[src/hdl/grct_pkg.sv]
`timescale 1ns / 1ps
// Shared types and codes for the glyph range coverage table.
// Used by grct_mem, grct_ctrl and the top level; depends on nothing.
package grct_pkg;

  localparam int MAX_RANGES_DEF = 64;
  localparam int GW = 16;
  localparam int HW = 7;

  localparam logic [2:0] CMD_CLEAR      = 3'd0;
  localparam logic [2:0] CMD_LOAD       = 3'd1;
  localparam logic [2:0] CMD_INSERT     = 3'd2;
  localparam logic [2:0] CMD_FIND_GLYPH = 3'd3;
  localparam logic [2:0] CMD_FIND_INDEX = 3'd4;

  localparam logic [1:0] ST_OK        = 2'd0;
  localparam logic [1:0] ST_NOT_FOUND = 2'd1;
  localparam logic [1:0] ST_FULL      = 2'd2;
  localparam logic [1:0] ST_COVERED   = 2'd3;

  typedef struct packed {
    logic [GW-1:0] lo;
    logic [GW-1:0] hi;
    logic [GW-1:0] first;
  } rec_t;

  typedef struct packed {
    logic [1:0]    status;
    logic [GW-1:0] index;
    logic [GW-1:0] glyph;
    logic [HW-1:0] held;
  } res_t;

endpackage

[src/hdl/grct_mem.sv]
`timescale 1ns / 1ps
// Range record store: one write port, one read port, registered read data.
// Depends on grct_pkg for the record type.
module grct_mem #(
  parameter int MAX_RANGES = grct_pkg::MAX_RANGES_DEF,
  parameter int AW = (MAX_RANGES > 1) ? $clog2(MAX_RANGES) : 1
) (
  input  logic               clk,
  input  logic               wr_en,
  input  logic [AW-1:0]      wr_addr,
  input  grct_pkg::rec_t     wr_data,
  input  logic               rd_en,
  input  logic [AW-1:0]      rd_addr,
  output grct_pkg::rec_t     rd_data
);
  import grct_pkg::*;

  rec_t mem [MAX_RANGES];

  always_ff @(posedge clk) begin
    if (wr_en) begin
      mem[wr_addr] <= wr_data;
    end
    if (rd_en) begin
      rd_data <= mem[rd_addr];
    end
  end

endmodule

[src/hdl/grct_ctrl.sv]
`timescale 1ns / 1ps
// Command sequencer: table scans for lookups and duplicate checks, and the
// streaming rebuild that inserts, merges and renumbers. Depends on grct_pkg.
module grct_ctrl #(
  parameter int MAX_RANGES = grct_pkg::MAX_RANGES_DEF,
  parameter int AW = (MAX_RANGES > 1) ? $clog2(MAX_RANGES) : 1,
  parameter int CW = $clog2(MAX_RANGES + 1)
) (
  input  logic                    clk,
  input  logic                    rst_n,
  input  logic                    in_valid,
  output logic                    in_stall,
  input  logic [2:0]              in_cmd,
  input  logic [grct_pkg::GW-1:0] in_glyph_id,
  input  logic [grct_pkg::GW-1:0] in_end_glyph,
  input  logic [grct_pkg::GW-1:0] in_coverage_index,
  output logic                    mem_wr_en,
  output logic [AW-1:0]           mem_wr_addr,
  output grct_pkg::rec_t          mem_wr_data,
  output logic                    mem_rd_en,
  output logic [AW-1:0]           mem_rd_addr,
  input  grct_pkg::rec_t          mem_rd_data,
  output logic                    res_vld,
  output grct_pkg::res_t          res,
  input  logic                    res_take
);
  import grct_pkg::*;

  typedef enum logic [5:0] {
    S_IDLE   = 6'b000001,
    S_SCAN   = 6'b000010,
    S_RISSUE = 6'b000100,
    S_RDATA  = 6'b001000,
    S_RTAIL  = 6'b010000,
    S_FIN    = 6'b100000
  } state_t;

  state_t        state_r, state_nxt;
  logic [2:0]    cmd_r, cmd_nxt;
  logic [GW-1:0] glyph_r, glyph_nxt, cidx_r, cidx_nxt;
  logic [CW-1:0] total_r, total_nxt, i_r, i_nxt, w_r, w_nxt;
  logic          rv_r, rv_nxt, found_r, found_nxt, pv_r, pv_nxt, ins_r, ins_nxt;
  rec_t          p_r, p_nxt;
  logic [1:0]    status_r, status_nxt;
  logic [GW-1:0] idx_r, idx_nxt, gly_r, gly_nxt;
  logic          inc_vld;
  rec_t          inc;
  rec_t          new_rec;
  logic          more;

  assign new_rec = '{lo: glyph_r, hi: glyph_r, first: '0};
  assign more    = (i_r < total_r);

  always_comb begin
    state_nxt   = state_r;
    cmd_nxt     = cmd_r;
    glyph_nxt   = glyph_r;
    cidx_nxt    = cidx_r;
    total_nxt   = total_r;
    i_nxt       = i_r;
    w_nxt       = w_r;
    rv_nxt      = rv_r;
    found_nxt   = found_r;
    pv_nxt      = pv_r;
    ins_nxt     = ins_r;
    p_nxt       = p_r;
    status_nxt  = status_r;
    idx_nxt     = idx_r;
    gly_nxt     = gly_r;
    mem_wr_en   = 1'b0;
    mem_wr_addr = '0;
    mem_wr_data = p_r;
    mem_rd_en   = 1'b0;
    mem_rd_addr = '0;
    inc_vld     = 1'b0;
    inc         = new_rec;
    res_vld     = 1'b0;

    unique case (state_r)
      S_IDLE: begin
        if (in_valid) begin
          cmd_nxt    = in_cmd;
          glyph_nxt  = in_glyph_id;
          cidx_nxt   = in_coverage_index;
          i_nxt      = '0;
          rv_nxt     = 1'b0;
          found_nxt  = 1'b0;
          idx_nxt    = '0;
          gly_nxt    = '0;
          status_nxt = ST_OK;
          state_nxt  = S_FIN;
          if (in_cmd == CMD_CLEAR) begin
            total_nxt = '0;
          end else if (in_cmd == CMD_LOAD) begin
            if (total_r == CW'(MAX_RANGES)) begin
              status_nxt = ST_FULL;
            end else begin
              mem_wr_en   = 1'b1;
              mem_wr_addr = total_r[AW-1:0];
              mem_wr_data = '{lo: in_glyph_id, hi: in_end_glyph, first: in_coverage_index};
              total_nxt   = total_r + CW'(1);
            end
          end else if (in_cmd == CMD_INSERT || in_cmd == CMD_FIND_GLYPH ||
                       in_cmd == CMD_FIND_INDEX) begin
            state_nxt = S_SCAN;
          end
        end
      end
      S_SCAN: begin
        // One read per cycle; the data of the previous read is checked here.
        if (more) begin
          mem_rd_en   = 1'b1;
          mem_rd_addr = i_r[AW-1:0];
          i_nxt       = i_r + CW'(1);
        end
        rv_nxt = more;
        if (rv_r) begin
          if (cmd_r == CMD_FIND_INDEX) begin
            if (mem_rd_data.hi >= mem_rd_data.lo && cidx_r >= mem_rd_data.first &&
                (cidx_r - mem_rd_data.first) <= (mem_rd_data.hi - mem_rd_data.lo)) begin
              found_nxt = 1'b1;
              gly_nxt   = mem_rd_data.lo + cidx_r - mem_rd_data.first;
            end
          end else if (glyph_r >= mem_rd_data.lo && glyph_r <= mem_rd_data.hi) begin
            found_nxt = 1'b1;
            idx_nxt   = glyph_r - mem_rd_data.lo + mem_rd_data.first;
          end
        end
        if (!more && !rv_r) begin
          state_nxt = S_FIN;
          if (cmd_r == CMD_INSERT) begin
            idx_nxt = '0;
            if (found_r) begin
              status_nxt = ST_COVERED;
            end else if (total_r == CW'(MAX_RANGES)) begin
              status_nxt = ST_FULL;
            end else begin
              i_nxt     = '0;
              w_nxt     = '0;
              pv_nxt    = 1'b0;
              ins_nxt   = 1'b0;
              state_nxt = S_RISSUE;
            end
          end else begin
            status_nxt = found_r ? ST_OK : ST_NOT_FOUND;
          end
        end
      end
      S_RISSUE: begin
        if (more) begin
          mem_rd_en   = 1'b1;
          mem_rd_addr = i_r[AW-1:0];
          state_nxt   = S_RDATA;
        end else begin
          state_nxt = S_RTAIL;
        end
      end
      S_RDATA: begin
        inc_vld = 1'b1;
        if (!ins_r && glyph_r < mem_rd_data.lo) begin
          ins_nxt = 1'b1;
        end else begin
          inc       = mem_rd_data;
          i_nxt     = i_r + CW'(1);
          state_nxt = S_RISSUE;
        end
      end
      S_RTAIL: begin
        if (!ins_r) begin
          inc_vld = 1'b1;
          ins_nxt = 1'b1;
        end else begin
          mem_wr_en   = 1'b1;
          mem_wr_addr = w_r[AW-1:0];
          mem_wr_data = p_r;
          total_nxt   = w_r + CW'(1);
          status_nxt  = ST_OK;
          state_nxt   = S_FIN;
        end
      end
      S_FIN: begin
        res_vld = 1'b1;
        if (res_take) begin
          state_nxt = S_IDLE;
        end
      end
      default: begin
        state_nxt = S_IDLE;
      end
    endcase

    // Pending record: take the incoming one when none is pending, merge it when
    // adjacent, or else retire the pending one with its renumbered successor taking its place.
    if (inc_vld) begin
      if (!pv_r) begin
        pv_nxt = 1'b1;
        p_nxt  = '{lo: inc.lo, hi: inc.hi, first: '0};
      end else if (({1'b0, p_r.hi} + 17'd1) == {1'b0, inc.lo}) begin
        p_nxt.hi = inc.hi;
      end else begin
        mem_wr_en   = 1'b1;
        mem_wr_addr = w_r[AW-1:0];
        mem_wr_data = p_r;
        w_nxt       = w_r + CW'(1);
        p_nxt       = '{lo: inc.lo, hi: inc.hi,
                        first: p_r.first + (p_r.hi - p_r.lo + GW'(1))};
      end
    end
  end

  always_ff @(posedge clk) begin
    if (!rst_n) begin
      state_r <= S_IDLE;
      total_r <= '0;
      rv_r    <= 1'b0;
    end else begin
      state_r <= state_nxt;
      total_r <= total_nxt;
      rv_r    <= rv_nxt;
    end
    cmd_r    <= cmd_nxt;
    glyph_r  <= glyph_nxt;
    cidx_r   <= cidx_nxt;
    i_r      <= i_nxt;
    w_r      <= w_nxt;
    found_r  <= found_nxt;
    pv_r     <= pv_nxt;
    ins_r    <= ins_nxt;
    p_r      <= p_nxt;
    status_r <= status_nxt;
    idx_r    <= idx_nxt;
    gly_r    <= gly_nxt;
  end

  assign in_stall = (state_r != S_IDLE);
  assign res = '{status: status_r, index: idx_r, glyph: gly_r, held: HW'(total_r)};

endmodule

[src/hdl/glyph_range_coverage_table_core.sv]
`timescale 1ns / 1ps
// Top level of the glyph range coverage table: record store, sequencer and
// output word register. Depends on grct_pkg, grct_mem and grct_ctrl.
//
//   channel  direction  handshake            payload
//   in_      input      in_valid / in_stall  cmd, glyph_id, end_glyph, coverage_index
//   out_     output     out_valid / out_stall status, index_out, glyph_out, ranges_held
//
// Clear, load and unused codes go from idle straight to the result word.
// Lookups scan all N stored ranges, one read per cycle of the record memory.
// Insert also scans, then adds a rebuild pass over the records (read, then
// merge and write back) that inserts the new range and renumbers.
// Reset is synchronous and active low; it empties the table, and the record
// memory itself needs no clearing. A stalled output word holds; the next input
// word is accepted while the finished one waits in the output register.
module glyph_range_coverage_table_core #(
  parameter int MAX_RANGES = grct_pkg::MAX_RANGES_DEF
) (
  input  logic                    clk,
  input  logic                    rst_n,
  input  logic                    in_valid,
  output logic                    in_stall,
  input  logic [2:0]              in_cmd,
  input  logic [grct_pkg::GW-1:0] in_glyph_id,
  input  logic [grct_pkg::GW-1:0] in_end_glyph,
  input  logic [grct_pkg::GW-1:0] in_coverage_index,
  output logic                    out_valid,
  input  logic                    out_stall,
  output logic [1:0]              out_status,
  output logic [grct_pkg::GW-1:0] out_index_out,
  output logic [grct_pkg::GW-1:0] out_glyph_out,
  output logic [grct_pkg::HW-1:0] out_ranges_held
);
  import grct_pkg::*;

  localparam int AW = (MAX_RANGES > 1) ? $clog2(MAX_RANGES) : 1;
  localparam int CW = $clog2(MAX_RANGES + 1);

  logic          mem_wr_en, mem_rd_en;
  logic [AW-1:0] mem_wr_addr, mem_rd_addr;
  rec_t          mem_wr_data, mem_rd_data;
  logic          res_vld, res_take;
  res_t          res;
  logic          out_valid_r;
  res_t          out_r;

  grct_mem #(.MAX_RANGES(MAX_RANGES), .AW(AW)) u_mem (
    .clk     (clk),
    .wr_en   (mem_wr_en),
    .wr_addr (mem_wr_addr),
    .wr_data (mem_wr_data),
    .rd_en   (mem_rd_en),
    .rd_addr (mem_rd_addr),
    .rd_data (mem_rd_data)
  );

  grct_ctrl #(.MAX_RANGES(MAX_RANGES), .AW(AW), .CW(CW)) u_ctrl (
    .clk               (clk),
    .rst_n             (rst_n),
    .in_valid          (in_valid),
    .in_stall          (in_stall),
    .in_cmd            (in_cmd),
    .in_glyph_id       (in_glyph_id),
    .in_end_glyph      (in_end_glyph),
    .in_coverage_index (in_coverage_index),
    .mem_wr_en         (mem_wr_en),
    .mem_wr_addr       (mem_wr_addr),
    .mem_wr_data       (mem_wr_data),
    .mem_rd_en         (mem_rd_en),
    .mem_rd_addr       (mem_rd_addr),
    .mem_rd_data       (mem_rd_data),
    .res_vld           (res_vld),
    .res               (res),
    .res_take          (res_take)
  );

  // The finished word moves into the output register when it is empty or
  // being taken in this same cycle.
  assign res_take = res_vld && (!out_valid_r || !out_stall);

  always_ff @(posedge clk) begin
    if (!rst_n) begin
      out_valid_r <= 1'b0;
    end else if (res_take) begin
      out_valid_r <= 1'b1;
    end else if (!out_stall) begin
      out_valid_r <= 1'b0;
    end
    if (res_take) begin
      out_r <= res;
    end
  end

  assign out_valid       = out_valid_r;
  assign out_status      = out_r.status;
  assign out_index_out   = out_r.index;
  assign out_glyph_out   = out_r.glyph;
  assign out_ranges_held = out_r.held;

endmodule
[config.mk]
export PLATFORM = sky130hd
export DESIGN_NAME = glyph_range_coverage_table_core
export DESIGN_NICKNAME = d
export VERILOG_FILES = /design/src/hdl/grct_pkg.sv /design/src/hdl/grct_mem.sv /design/src/hdl/grct_ctrl.sv /design/src/hdl/glyph_range_coverage_table_core.sv
export SDC_FILE = /design/constraint.sdc
export NUM_CORES = 2
export LEC_CHECK = 0
export BUFFER_PORTS_ARGS = -buffer_cell sky130_fd_sc_hd__buf_2
export CAP_MARGIN = 10
export CORE_ASPECT_RATIO = 0.5
export CORE_MARGIN = 2
export CORE_UTILIZATION = 35
export CTS_CLUSTER_DIAMETER = 150
export CTS_CLUSTER_SIZE = 10
export DETAILED_ROUTE_END_ITERATION = 6
export PLACE_DENSITY_LB_ADDON = 0.25
export SETUP_SLACK_MARGIN = 0.2
export SLEW_MARGIN = 5
export SYNTH_ARGS = -nofsm -noshare
export SYNTH_HDL_FRONTEND = slang
export SYNTH_SLANG_ARGS = --single-unit
[constraint.sdc]
create_clock -name clk -period 6.9 [get_ports clk]
set_input_delay 1.38 -clock clk [delete_from_list [all_inputs] [get_ports clk]]
set_output_delay 1.38 -clock clk [all_outputs]
set_load 0.02 [all_outputs]
-- After elaboration in Yosys (flattened, before gate mapping)
Memory sizes are Yosys's and may differ from the RTL's. A register that Yosys moved wholly into a read port is not among the register bits.
Index checks and enable logic that the tools add are counted.
- logic and storage cells: 227
- register bits: 190
- output and inout port bits: 43
- bits in writable memories: 3072
- memories: 1
- memory list (name ; words ; bits a word ; rd ports ; clocked after memory_dff ; write ports ; RTL line ; RTL):
    u_mem.mem ; 64 ; 48 ; 1 ; 1 ; 1 ; grct_mem.sv:18 ; rec_t mem [MAX_RANGES];
- magnitude comparators: 7
- mux-type cells: 119
- reductions and logical operators: 31
- $add $sub $neg: 13
- eq/ne operators: 34
- operators by type and width (cell ; number):
    48-bit 2-to-1 mux ; 11
    16-bit 2-to-1 mux ; 11
    7-bit 2-to-1 mux ; 20
    6-bit 2-to-1 mux ; 21
    16-bit subtractor ; 5
    16-bit one-hot mux with 2 select lines ; 2
    16-bit adder ; 3
    16-bit greater-or-equal comparator ; 3
    6-bit one-hot mux with 6 select lines ; 1
    1-bit 2-to-1 mux ; 34
    16-bit less-or-equal comparator ; 2
    5-bit AND reduction ; 5
    7-bit by 1-bit adder with 7-bit output, second input constant ; 3
    7-bit one-hot mux with 3 select lines ; 1
    2-bit 2-to-1 mux ; 9
    16-bit by 1-bit adder with 17-bit output, second input constant ; 1
    17-bit by 16-bit == test with 1-bit output ; 1
    16-bit by 1-bit adder with 16-bit output, second input constant ; 1
    16-bit < comparator ; 1
    2-bit by 1-bit inequality test with 1-bit output, second input constant ; 8
    7-bit one-hot mux with 2 select lines ; 1
    2-bit inequality test, second input constant ; 6
    6-bit one-hot mux with 2 select lines ; 1
    3-bit by 2-bit == test with 1-bit output, second input constant ; 3
    other kinds (29) ; 50

-- Longest topological paths before layout
- depth after elaboration: 11
- gate-level depth with buffers: 22

-- Modules after synthesis
From an unflattened synthesis, not the netlist that was laid out.
- cell total of the unflattened synthesis: 6798
- area, all modules: 133337.9 um^2
- by module, submodules not included (module ; instances ; area an instance (um^2) ; seq. area each (um^2) ; cells an instance):
    grct_mem ; 1 ; 118671.3 ; 93689.9 ; 5247
    grct_ctrl ; 1 ; 13396.6 ; 4224.1 ; 1506
    glyph_range_coverage_table_core ; 1 ; 1270.0 ; 1251.2 ; 45

-- Worst setup path after synthesis
OpenSTA, ideal clock, no wires.
- kind: flip-flop to flip-flop
- from: register u_ctrl.state_r[1]
- to: memory u_mem.mem[32][0] (netlist bit) (enable)
- slack: -0.598 ns
- stages on the path, launching flop included: 11
- arrival: 6.985 ns
- clock period less this slack: 7.498 ns
- library setup time: 0.513 ns
- path buffers: 2
- data required time: 6.387 ns
- cells stage by stage: dfxtp_1 -> clkbuf_1 -> nor4_1 -> nand3b_1 -> o21ai_0 -> nand2_1 -> and2_1 -> clkbuf_1 -> o41ai_1 -> nand4_1 -> nor3_1
- RTL lines (element ; RTL line ; RTL):
    start: declaration ; grct_ctrl.sv:38 ; state_t state_r, state_nxt;
    start signal: assignment ; grct_ctrl.sv:217 ; state_r <= state_nxt;
    6-bit by 5-bit == test with 1-bit output / 6-bit by 4-bit == test with 1-bit output (equally long branches) ; grct_ctrl.sv:79 ; unique case (state_r)
    1-bit one-hot mux with 2 select lines * ; grct_ctrl.sv:79 ;
    via u_ctrl.inc_vld ; grct_ctrl.sv:46 ; logic inc_vld;
    1-bit 2-to-1 mux ; grct_ctrl.sv:194 ; if (inc_vld) begin
    1-bit 2-to-1 mux ; grct_mem.sv:21 ; if (wr_en) begin
    1-bit 2-to-1 mux (implied by the code) ; grct_mem.sv:22 ; mem[wr_addr] <= wr_data;
    end: declaration ; grct_mem.sv:18 ;
The timed path passes the listed nets; every way through them passes the cells marked *.

-- Worst setup path in the final report
- from: register, netlist name u_mem.rd_data[45]
- to: memory u_mem.mem[20][25] (netlist bit) (enable)
- word-level cells in the longest chain between the ends: 10
- ends and longest elaborated chain (element ; RTL line ; RTL):
    16-bit < comparator ; grct_ctrl.sv:160 ; if (!ins_r && glyph_r < mem_rd_data.lo) begin
    1-bit logical AND ; grct_ctrl.sv:160 ;
    48-bit 2-to-1 mux * ; grct_ctrl.sv:160 ;
    48-bit 2-to-1 mux * ; grct_ctrl.sv:79 ;
    17-bit by 16-bit == test with 1-bit output * ; grct_ctrl.sv:198 ; end else if (({1'b0, p_r.hi} + 17'd1) == {1'b0, inc.lo}) begin
    1-bit 2-to-1 mux ; grct_ctrl.sv:198 ;
    1-bit 2-to-1 mux ; grct_ctrl.sv:195 ; if (!pv_r) begin
    1-bit 2-to-1 mux ; grct_ctrl.sv:194 ;
    1-bit 2-to-1 mux ; grct_mem.sv:21 ;
    1-bit 2-to-1 mux (implied by the code) ; grct_mem.sv:22 ;
Mark *: on every way between the ends. The rest lies on a longest branch, timed or not.

==> results by stage <==
Outcome:
- The run finished, with violations left.
- The checks that failed: design-rule violations, max-capacitance violations.

Final layout:
- The register with the highest flop count is u_mem.mem.
- The most common library cell in the layout ignoring fill and taps is sky130_fd_sc_hd__edfxtp_1.
- The number of nets in the finished design is 9013.
- The largest registers in the layout are u_mem.mem: 3072 flops, u_ctrl.p_r: 48 flops, u_mem.rd_data: 48 flops.
- Once layout is complete, the utilization of the core stands at 0.4047.
- The post-layout instance count excluding filler cells is 13990.
- The layout filler cell count is 34650.
- The layout overhead on the synthesized area is 14.88%.
- In the layout the commonest cells are sky130_fd_sc_hd__edfxtp_1, sky130_fd_sc_hd__a211oi_1, sky130_fd_sc_hd__nand2_1.
- The number of flip-flops in the largest register is 3072.
- The share of post-route cells with drive strength above 1 is 0.1543.

Clock network:
- The master cell of the clock root buffer is sky130_fd_sc_hd__clkbuf_16.
- The number of instances resized during post-cts repair is 0.
- The count of hold buffers inserted by post-cts repair is 0.
- The buffer depth of the longest clock path is 4.
- The sink count of the clock tree is 3310.
- TritonCTS built the clock tree.
- The post-CTS clock slew at the launch and capture registers of the worst setup and hold paths is 60 ps.
- The clock insertion delay at the later pin of the skew report is 940 ps.
- The H-tree generated during clock tree synthesis spans 5 levels.
- The TritonCTS buffer count is 372.

Global routing:
- The first global-routing pass estimated 607100 µm of wire.
- The maximum number of pins on one net before global-route repair is 100.
- The number of global-route vias before repair was 76500.
- The initial antenna violation count is 62.
- Across every metal layer, demand over resource in global routing totals 0.2153.
- The aggregate global routing overflow is 0.

Worst hold path:
- Counting instances, the worst hold path has a depth of 0.
- The worst hold path belongs to the class reg2reg.
- The source of the worst hold timing path is u_ctrl.gly_r[7].

STA:
- The count of final hold-check violations is 0.
- For the pin with the worst max-slew slack, the measured transition is 1487 ps.
- The max-slew violation count is 0.
- Setup violations remaining at the end of the flow were counted as 0.
- Setup repair after global routing left no endpoint under its margin.
- The maximum clock skew at final layout is 75.04 ps.
- The worst relative slew slack is 0.004365.
- After layout, the minimum clock period comes to 6505 ps.
- The fmax is 0.1537 GHz.
- In the finished design, the share of the clock period the worst path needs comes to 0.9428.
- Adding up every negative setup slack in the final design gives 0 ps.

Setup path:
- The setup path with the least slack is of type reg2reg.
- The startpoint class of the critical path is a flip-flop.
- The startpoint of the worst-slack reg-to-reg timing path is u_mem.rd_data[45].
- Data on the critical path is required at its endpoint by 7460 ps.
- The most critical setup path has its startpoint at u_mem.rd_data[45].
- STA puts the critical path data arrival time at 7060 ps.
- STA classifies the critical path endpoint as a flip-flop.
- The cell depth of the worst flop-to-flop path is 14.
- In this run the worst path has a maximum fanout of 35.

Die:
- During I/O placement, the number of pins put on the boundary was 98.
- The die boundary height is 444.6 µm.
- In this run the horizontal extent of the chip is 885.2 µm.
- The total area inside the core boundary comes to 385800 µm².
- The die covers 393600 µm².
- In this run the core area contains 161 standard-cell rows.
- The initial core utilization is 0.3523.

Synth:
- The synthesized design contains 3287 enable-type register cells.
- For this run, the register share of the synthesized area comes to 0.7297.
- The cell area after synthesis is 135900 µm².
- The Yosys step of the flow raised 0 warnings.
- Synthesis produced 8428 cells.
- A synthesized cell averages 16.13 µm².
- In the synthesized netlist the dominant register cell turns out to be sky130_fd_sc_hd__edfxtp_1.
- The count of cell types in the netlist is 84.
- Counting every net in the synthesized netlist gives 8669.
- Synthesis inferred 3310 register bits.
- The share of synthesized flip-flops with an asynchronous set or reset is 0.

Route:
- The detailed router placed 80600 vias in this run.
- After detailed routing, the wire length on met1 is 194700 µm.
- In the detailed route, the total length drawn on met3 is 46200 µm.
- Routed signal wires occupy layers up through met5.
- Wires add up to 437100 µm.
- In this run the remaining antenna-violating nets after routing total 0.
- Dividing the detail-routed via count by the number of cells gives 5.761.
- In the final routed layout, each cell accounts on average for 31.25 µm.
- The first-pass detailed-route iteration total is 7.
- The number of DRC markers after the initial detailed-route iteration is 11230.
- For this run, design rule violations remaining after detail routing come to 2.
- The total met2 wirelength after detailed routing is 184900 µm.

Power and ir drop:
- In this run the static leakage power is 51.30 nW.
- In this run the power density over the cells is 271.5 nW/µm².
- The worst-case IR drop observed on VDD is 0.2069 mV.

Placement:
- At the end of routability-driven placement, the weighted congestion stood at 0.9151.
- The number of cells after detailed placement is 13520.
- The placed wire-length estimate is 272300 µm.
- The port buffer count is 97.

Job:
- The total of max-cap violations is 1.
## cell type report
class	instances	area, µm²	share of cell area
clock inverter	15	191.4	0.001226
inverter	248	930.9	0.005962
multi-input combinational	4333	34940	0.2238
tap	5134	6424	0.04114
antenna	29	72.57	0.0004648
sequential	3310	99170	0.6351
timing repair buffer	507	4817	0.03085
clock buffer	413	9590	0.06143
## per-layer routing
metal / track usage / up-vias
li1: - / 33920
met1: 0.3262 / 42170
met2: 0.3086 / 3896
met3: 0.05430 / 579
met4: 0.05461 / 38
met5: 0 / -
## path summary, 6_finish.rpt
check                                         end  slack, ps
worst max-delay path            u_mem.mem[20][25]        390
worst min-delay path             out_glyph_out[7]        420
worst max register to register  u_mem.mem[20][25]        390
worst min register to register   out_glyph_out[7]        420
## cells in the mapped netlist (10+ instances only)
master | number | area share
sky130_fd_sc_hd__edfxtp_1 | 3287 | 0.73
sky130_fd_sc_hd__a211oi_1 | 811 | 0.045
sky130_fd_sc_hd__nand2_1 | 709 | 0.020
sky130_fd_sc_hd__and2_1 | 462 | 0.021
sky130_fd_sc_hd__clkbuf_1 | 437 | 0.012
sky130_fd_sc_hd__mux4_2 | 288 | 0.048
sky130_fd_sc_hd__inv_1 | 246 | 0.0068
sky130_fd_sc_hd__mux2i_1 | 216 | 0.016
sky130_fd_sc_hd__a21oi_1 | 213 | 0.0078
sky130_fd_sc_hd__a31oi_1 | 186 | 0.0086
sky130_fd_sc_hd__nor2_1 | 178 | 0.0049
sky130_fd_sc_hd__ha_1 | 139 | 0.013
sky130_fd_sc_hd__o21ai_0 | 129 | 0.0048
sky130_fd_sc_hd__o211ai_1 | 108 | 0.0060
sky130_fd_sc_hd__a311oi_1 | 102 | 0.0066
sky130_fd_sc_hd__a22oi_1 | 101 | 0.0056
sky130_fd_sc_hd__buf_1 | 80 | 0.0022
sky130_fd_sc_hd__xnor2_1 | 67 | 0.0043
sky130_fd_sc_hd__and3_1 | 65 | 0.0030
sky130_fd_sc_hd__nand3_1 | 65 | 0.0024
sky130_fd_sc_hd__nor3_1 | 56 | 0.0021
sky130_fd_sc_hd__a2111oi_0 | 50 | 0.0032
sky130_fd_sc_hd__fa_1 | 47 | 0.0069
sky130_fd_sc_hd__a21o_1 | 39 | 0.0022
sky130_fd_sc_hd__xor2_1 | 34 | 0.0022
sky130_fd_sc_hd__nor2b_1 | 25 | 0.0012
sky130_fd_sc_hd__and2_0 | 24 | 0.0011
sky130_fd_sc_hd__dfxtp_1 | 23 | 0.0034
sky130_fd_sc_hd__nand2b_1 | 20 | 0.00092
sky130_fd_sc_hd__nand4_1 | 20 | 0.00092
sky130_fd_sc_hd__mux2_2 | 19 | 0.0016
sky130_fd_sc_hd__buf_2 | 18 | 0.00066
sky130_fd_sc_hd__nor4_1 | 16 | 0.00074
sky130_fd_sc_hd__o2111ai_1 | 10 | 0.00064
sky130_fd_sc_hd__o21a_1 | 10 | 0.00055
## report_power, final
part           internal, mW  leakage, nW  total [mW]  switching (mW)
clock network          9.69         4.79        17.3            7.59
registers              22.2         29.8        22.3           0.124
logic                 0.873         16.7        2.79            1.92
## through the flow
step | hold WS, ps | area, µm² | setup WS (ps) | power, mW
finish | 417.4 | 156100 | 395.0 | 42.40
detailed placement | 404.5 | 146200 | 402.6 | 25.50
floorplan | 400.3 | 135900 | 434.8 | 24.22
CTS | 409.1 | 156000 | 335.4 | 42.62
global placement | 402.3 | 146100 | 381.7 | 25.50
global route | 426.5 | 156100 | 272.9 | 43.59
## worst max-delay path, cell delays in order (launching register included)
cell	delay, ps
sky130_fd_sc_hd__edfxtp_1	500
sky130_fd_sc_hd__inv_1	300
sky130_fd_sc_hd__ha_1	290
sky130_fd_sc_hd__and3_1	210
sky130_fd_sc_hd__and3_1	180
sky130_fd_sc_hd__a221oi_2	300
sky130_fd_sc_hd__and4b_1	450
sky130_fd_sc_hd__nor2_1	110
sky130_fd_sc_hd__nor4b_1	450
sky130_fd_sc_hd__o2111ai_1	250
sky130_fd_sc_hd__nor4b_4	740
sky130_fd_sc_hd__o31ai_1	360
sky130_fd_sc_hd__or3b_1	910
sky130_fd_sc_hd__nor2_4	680
sky130_fd_sc_hd__buf_12	320
## cell families after synthesis
| logic type | count (synthesis) | synth area share |
|---|---|---|
| multiplexers | 523 | 0.06521 |
| buffers and inverters | 785 | 0.02190 |
| AO/OA/AOI/OAI | 1827 | 0.09493 |
| adder cells (fa/ha/maj) | 186 | 0.01972 |
| AND/OR/NAND/NOR | 1693 | 0.06159 |
| XOR/XNOR | 104 | 0.006960 |
| flip-flops | 3310 | 0.7297 |
## repair_timing
action                                 in CTS  in global routing
endpoints found under the hold margin       0                  0
setup endpoints to repair                   0                183
setup buffers                               0                  4
(Power assumes the default switching activity.)
